$ cat src/glr_ram.sv
// Generic simple dual-port RAM with one write port and a registered read port.
module glr_ram #(
	parameter int WIDTH = 32,
	parameter int DEPTH = 32,
	localparam int AW = (DEPTH > 1) ? $clog2(DEPTH) : 1
) (
	input  logic             clk,
	input  logic             we,
	input  logic [AW-1:0]    waddr,
	input  logic [WIDTH-1:0] wdata,
	input  logic [AW-1:0]    raddr,
	output logic [WIDTH-1:0] rdata
);

	logic [WIDTH-1:0] mem_q [DEPTH];
	logic [WIDTH-1:0] rdata_q;

	always_ff @(posedge clk) begin
		if (we) begin
			mem_q[waddr] <= wdata;
		end
		rdata_q <= mem_q[raddr];
	end

	assign rdata = rdata_q;

endmodule

$ cat config.mk
export PLATFORM = sky130hd
export DESIGN_NAME = glr_ram
export DESIGN_NICKNAME = d
export VERILOG_FILES = /design/src/glr_ram.sv
export SDC_FILE = /design/constraint.sdc
export NUM_CORES = 1
export LEC_CHECK = 0
export BUFFER_PORTS_ARGS = -buffer_cell sky130_fd_sc_hd__clkbuf_2
export CORE_MARGIN = 2
export CORE_UTILIZATION = 45
export CTS_CLUSTER_DIAMETER = 80
export CTS_CLUSTER_SIZE = 8
export DETAILED_ROUTE_END_ITERATION = 10
export HOLD_SLACK_MARGIN = 0.08
export SLEW_MARGIN = 20
export SYNTH_ARGS = -nofsm -noshare
export SYNTH_HDL_FRONTEND = slang
export SYNTH_SLANG_ARGS = --single-unit
$ cat constraint.sdc
create_clock -name clk -period 3.35 [get_ports clk]
set_clock_uncertainty 0.05 [all_clocks]
set_input_delay 0.1675 -clock clk [delete_from_list [all_inputs] [get_ports clk]]
set_output_delay 0.1675 -clock clk [all_outputs]
set_load 0.01 [all_outputs]
==> results of run 1 <==
==> sequential cells by signal (all words and copies together), names as in the netlist <==
register	flops
mem_q	1024
rdata	32
==> worst register-to-register path: stages (launching register included) <==
cell and delay, ps:
edfxtp_1 370, mux2i_1 150, a22o_1 150, nor3_1 50
a31oi_1 420, nand3_1 250
==> layout by cell type (no fill, tap or decap), drive strengths merged <==
master	Yosys	layout
or2	1	1
nand2	98	98
a21oi	96	96
a22oi	96	96
nand2b	2	2
nand3b	5	5
and2b	1	1
dlygate4sd3	0	7
or3	1	1
buf	79	77
dfxtp	32	32
a22o	64	64
and2	1	1
clkbuf	48	325
nor2	34	34
nor3	32	32
nor2b	1	1
inv	0	5
or3b	3	3
mux2i	512	512
diode	0	5
nand3	98	98
a31oi	32	32
clkinv	0	4
edfxtp	1024	1024
==> worst paths after layout <==
kind                          startpoint                       to  cells past startpoint
setup / recovery                raddr[1]        rdata[15]$_DFF_P_                      8
hold / removal                 wdata[22]  mem_q[21][22]$_DFFE_PP_                      1
setup reg to reg   mem_q[5][3]$_DFFE_PP_         rdata[3]$_DFF_P_                      5
hold reg to reg   mem_q[11][0]$_DFFE_PP_         rdata[0]$_DFF_P_                      4
==> report_power, final <==
part | switching (uW) | internal (uW) | leakage [uW]
clock | 5320 | 8450 | 0.00206
combinational | 975 | 455 | 0.00488
sequential | 100 | 14700 | 0.00949
total | 6390 | 23600 | 0.0164
==> logic make-up (layout without fill, tap and decap cells) <==
logic type | count (synthesis) | after routing | share of synthesized area (%)
compound gates | 288 | 288 | 4.85
mux | 512 | 512 | 12.7
simple gates | 277 | 277 | 3.10
buf+inv | 127 | 418 | 1.86
other cells | 0 | 5 | 0
flops | 1056 | 1056 | 77.5
==> through the flow <==
stage | total power [uW] | hold WS, ps | util (%) | instances
global placement | 16500 | 511 | 47.6 | 3460
floorplan | 15800 | 216 | - | 2260
CTS | 30300 | 83.7 | 52.5 | 3727
finish | 30000 | 110 | 52.5 | 3732
detailed placement | 16500 | 510 | 47.6 | 3460
global route | 30900 | 111 | 52.5 | 3730
==> metal layers <==
metal | wire [um] | GRT usage [%]
met1 | 41600 | 28.3
met2 | 50400 | 36.7
met3 | 5300 | 3.95
met4 | 2810 | 7.54
met5 | 53 | 0
==> final cells by class <==
class,count,area [um^2],area share (%)
diodes,5,12.5,0.0266
multi-input cells,1077,8610,18.3
well taps,1176,1470,3.13
clock inverters,9,120,0.255
flip-flops and latches,1056,31400,66.7
repair buffers,158,1250,2.66
clock buffers,251,4200,8.92
==> what timing repair did <==
item	4_1_cts	5_1_grt
gates resized for setup	0	0
hold endpoints to repair	44	0
hold buffers	7	0
==> reports/qor.yml, run 1 <==
yosys:
  synth.yosys.seq_area_share_pct: 77.5
  synth_common_cells: "edfxtp_1, mux2i_1, nand2_1, nand3_1"
  synth_nets: 2304
  syn-mean-instance-area_um2: 17.9
  synth_edf_count: 1024
  synthFlopType: "edfxtp_1"
  yosysTopAreaCell: "edfxtp_1"
  yosysWarnings: 0
  syn-cell-area_mm2: 0.0405
  synthCells: 2260
  synth_cell_types: 25
  async_reset_ff_share_pct: 0
  synth_top_area_share_pct: 76.0
  yosysMostFrequentCell: "edfxtp_1"
  synth.ff_latch_count: 1056
  synth_area_leaders: "edfxtp_1, mux2i_1, a22oi_1"
global_route:
  grt_overflow_total: 0
  grt_pass1_vias: 21400
  antenna_found_initial: 7
  grt_start_max_net_pins: 83
  grt_usage_pct: 21.7
  grt_first_pass_wirelength_mm: 147
clock_network:
  cts_root_buf: "clkbuf_16"
  cts_made_buffers: 149
  cts_tree: "built"
  path_clk_slew_ps: 50
  cts_sinks: 1056
  clkLatencyLatePin_ps: 720
  post_cts_buffers: 0
  htree_num_levels: 4
  clockBufferDepth: 3
setup_path:
  required_ps: 3890
  path_buf_inv: 4
  cp-end-kind: "register"
  crit_top_cell: "dlygate4sd3_1"
  slowest_delay_ps: 820
  worst_path_max_delay_cell: "dlygate4sd3_1"
  start_kind: "input pin"
  arrival_ps: 3080
  critPathTopFamily: "buffers and inverters"
  crit_fanout: 12
  critPathKind: "input pin to register"
  cp_cell_sequence: "dlygate4sd3_1 -> clkbuf_2 -> nor2_4 -> dlygate4sd3_1 -> nand2_1 -> dlygate4sd3_1 -> a31oi_1 -> nand3_1"
  rrSetupSlack_ps: 1720
sta:
  rsz0062_at_grt: "no"
  min_period_ps: 2540
  hold_viol: 0
  max_freq_mhz: 394
  fin_ws_ps: 809
  drv_slew: 0
  tns_ps: 0
  setup_viol: 0
  worst_pin_slew_ps: 887
  timing.final.crit_share_pct: 75.9
  slew_headroom_pct: 40.8
outcome:
  status: "complete, no violations"
route:
  first_iter_violations: 1867
  drc: 0
  routedWlPerCell_um: 26.8
  vias_per_cell: 5.66
  wirelength_mm: 100
  num_vias: 21100
  drtAntennaViolNets: 0
  dr.pass1.iters: 5
floorplanning:
  start_util_pct: 45.2
  core-area_mm2: 0.0896
  io_pins: 76
  die_y_um: 304
  dieArea_mm2: 0.0924
  fp-row-count: 110
  dieWidth_um: 304
final_layout:
  nNetsFinal: 2486
  area_delta_synth_final_pct: 16.2
  finish.instance_area_mm2: 0.0471
  fillCellCount: 7041
  layout-drive-gt1-share_pct: 14.0
placement:
  dp_hpwl_mm: 59.0
  port_buffers: 75
  post_dp_cell_area_mm2: 0.0427
  dp_slack_ps: 949
  gp_congestion: 0.812
pwr:
  vdd.ir_drop.worst_mv: 0.373
  power.leakage_uw: 0.0164
  powerDensity_mw_per_mm2: 638
run:
  max_cap_viol_count: 0
worst_hold_path:
  min_path_type: "input pin to register"
(Power assumes the default switching activity.)
==> inputs of run 2 (changes only) <==
==> constraint.sdc (replaced) <==
create_clock -name clk -period 2.5 [get_ports clk]
set_clock_uncertainty 0.05 [all_clocks]
set_input_delay 0.125 -clock clk [delete_from_list [all_inputs] [get_ports clk]]
set_output_delay 0.125 -clock clk [all_outputs]
set_load 0.01 [all_outputs]
==> run 2 against run 1 <==
Via count is 3.0% higher; first-iteration DRC count rose by 15%; critical path depth is 2 higher; highest routed layer unchanged; count of clock-buffer cells in the layout fell by 7; power is 34% higher; global-route usage rose by 0.22 points; register-to-register slack got worse by 620 ps.
==> reports/qor.yml, run 2 (synthesis gave the netlist of run 1 again) <==
outcome:
  status: "complete, no violations"  # unchanged
floorplanning:
  core-area_mm2: 0.0896  # unchanged
  die_y_um: 304  # unchanged
  start_util_pct: 45.2  # unchanged
  io_pins: 76  # unchanged
  fp-row-count: 110  # unchanged
  dieArea_mm2: 0.0924  # unchanged
  dieWidth_um: 304  # unchanged
final_layout:
  largest_register_ffs: 1024  # unchanged
  nNetsFinal: 2564  # was 2486
  layoutNonFillerInstCount: 3802  # was 3732
  fin_util_pct: 53.5  # was 52.5%
  fillCellCount: 6988  # was 7041
  layout-drive-gt1-share_pct: 15.5  # was 14.0%
  largest-register: "mem_q"  # unchanged
  layout_common_cells: "edfxtp_1, mux2i_1, clkbuf_16, nand3_1, nand2_1"  # was edfxtp_1, mux2i_1, clkbuf_16, nand3_1, clkbuf_1
  area_delta_synth_final_pct: 18.3  # was 16.2%
  layout_commonest_cell: "edfxtp_1"  # unchanged
  finish.instance_area_mm2: 0.0479  # was 0.0471 mm^2
  n_antenna_cell: 0  # was 5
placement:
  dp_slack_ps: 458  # was 949 ps
  gp_congestion: 0.764  # was 0.812
  dp.cells: 3509  # was 3460
  post_dp_cell_area_mm2: 0.0432  # was 0.0427 mm^2
  port_buffers: 75  # unchanged
  dp_hpwl_mm: 56.4  # was 59.0 mm
route:
  dr.pass1.iters: 5  # unchanged
  first_iter_violations: 2147  # was 1867
  num_vias: 21800  # was 21100
  drc: 0  # unchanged
  drtAntennaViolNets: 0  # unchanged
  vias_per_cell: 5.72  # was 5.66
  wirelength_mm: 102  # was 100 mm
  routedWlPerCell_um: 26.8  # about the same
pwr:
  p_sw_uw: 8460  # was 6390 uW
  share_seq_of_total_power_pct: 49.3  # was 49.4%
  power_frac_comb_pct: 4.9  # was 4.8%
  clock_power_share_pct: 45.8  # about the same
  intPower_uw: 31800  # was 23600 uW
  powerDensity_mw_per_mm2: 840  # was 638 mW/mm^2
  swShare_pct: 21.0  # was 21.3%
  power.leakage_uw: 0.0169  # was 0.0164 uW
  vdd.ir_drop.worst_mv: 0.502  # was 0.373 mV
sta:
  max_freq_mhz: 432
  rsz0062_at_grt: "no"  # unchanged
  slew_headroom_pct: 50.4  # was 40.8%
  holdWs_ps: 122  # was 110 ps
  min_period_ps: 2310
  worst_pin_slew_ps: 745  # was 887 ps
  timing.final.crit_share_pct: 92.6
  hold_viol: 0  # unchanged
  fin_ws_ps: 186  # was 809 ps
  drv_slew: 0  # unchanged
  setup_viol: 0  # unchanged
clock_network:
  cts_hold_buffers: 35  # was 7
  ctsResizeCount: 0  # unchanged
  htree_num_levels: 4  # unchanged
  clockBufferDepth: 3  # unchanged
  cts_made_buffers: 150  # was 149
  post_cts_buffers: 0  # unchanged
  cts_root_buf: "clkbuf_16"  # unchanged
  path_clk_slew_ps: 50  # about the same
  cts_tree: "built"  # unchanged
  clkLatencyLatePin_ps: 720  # about the same
  cts_sinks: 1056  # unchanged
global_route:
  grt_start_max_net_pins: 63  # was 83
  grt_pass1_vias: 21900  # was 21400
  grt_first_pass_wirelength_mm: 148  # was 147 mm
  grt_usage_pct: 21.9  # was 21.7%
  grt_overflow_total: 0  # unchanged
  antenna_found_initial: 9  # was 7
setup_path:
  path_buf_inv: 5  # was 4
  crit_top_cell: "dlygate4sd3_1"  # unchanged
  crit_fanout: 15  # was 12
  cp-end-kind: "register"  # unchanged
  slowest_delay_ps: 670  # was 820 ps
  start_kind: "input pin"  # unchanged
  worst_path_max_delay_cell: "dlygate4sd3_1"  # unchanged
  arrival_ps: 2840  # was 3080 ps
  required_ps: 3020  # was 3890 ps
  critPathKind: "input pin to register"  # unchanged
  rrSetupSlack_ps: 1100  # was 1720 ps
  critPathTopFamily: "buffers and inverters"  # unchanged
  cp_cell_sequence: "dlygate4sd3_1 -> clkbuf_2 -> nor2_4 -> dlygate4sd3_1 -> buf_12 -> buf_4 -> a22o_1 -> nor3_1 -> a31oi_1 -> nand3_1"  # was dlygate4sd3_1 -> clkbuf_2 -> nor2_4 -> dlygate4sd3_1 -> nand2_1 -> dlygate4sd3_1 -> a31oi_1 -> nand3_1
worst_hold_path:
  min_path_type: "input pin to register"  # unchanged
run:
  max_cap_viol_count: 0  # unchanged
[run 2: cell count changes in the layout (fill, tap and decap cells not counted)]
| cell | previous run | this run |
|---|---|---|
| buf_4 | 58 | 89 |
| dlygate4sd3_1 | 7 | 35 |
| buf_12 | 18 | 36 |
| inv_6 | 4 | 10 |
| clkbuf_1 | 98 | 93 |
| diode_2 | 5 | 0 |
| bufinv_16 | 0 | 2 |
| clkbuf_16 | 153 | 151 |
| clkinv_8 | 4 | 2 |
| inv_16 | 1 | 0 |
[run 2: final cells by class]
class	count	area, um^2	area share (%)
clock buffers	244	4130	8.62
clock inverters	14	180	0.376
multi-input cells	1077	8610	18.0
flip-flops and latches	1056	31400	65.5
well taps	1176	1470	3.07
repair buffers	235	2120	4.44
[run 2: power by group through the flow]
stage	logic (uW)	registers (uW)	clock network [uW]
finish	1980	19800	18400
global route	2120	19800	19500
CTS	1980	19800	18700
detailed placement	1930	20200	0
global placement	1890	20200	0
floorplan	1020	20200	0
[run 2: worst paths after layout]
kind / startpoint / endpoint / depth (start not counted)
setup / recovery: raddr[2] / rdata[11]$_DFF_P_ / 10
hold / removal: waddr[1] / mem_q[7][5]$_DFFE_PP_ / 4
setup reg to reg: mem_q[1][27]$_DFFE_PP_ / rdata[27]$_DFF_P_ / 5
hold reg to reg: mem_q[26][5]$_DFFE_PP_ / rdata[5]$_DFF_P_ / 4
[run 2: tightest hold or removal path, stage by stage]
cell,delay (ps)
clkbuf_2,100
nand3_1,60
buf_4,260
nor2_4,130
[run 2: metrics by stage]
step,power (uW),setup TNS [ps]
5_1_grt,41500,0
3_3_place_gp,22100,0
3_5_place_dp,22100,0
6_report,40300,0
4_1_cts,40600,0
2_1_floorplan,21200,-26990
[run 2: per-layer routing]
layer	GRT usage, %	share of wire [%]
met5	0	0.055
met4	7.05	2.6
met3	4.67	7.1
met2	34.7	47
met1	30.5	43
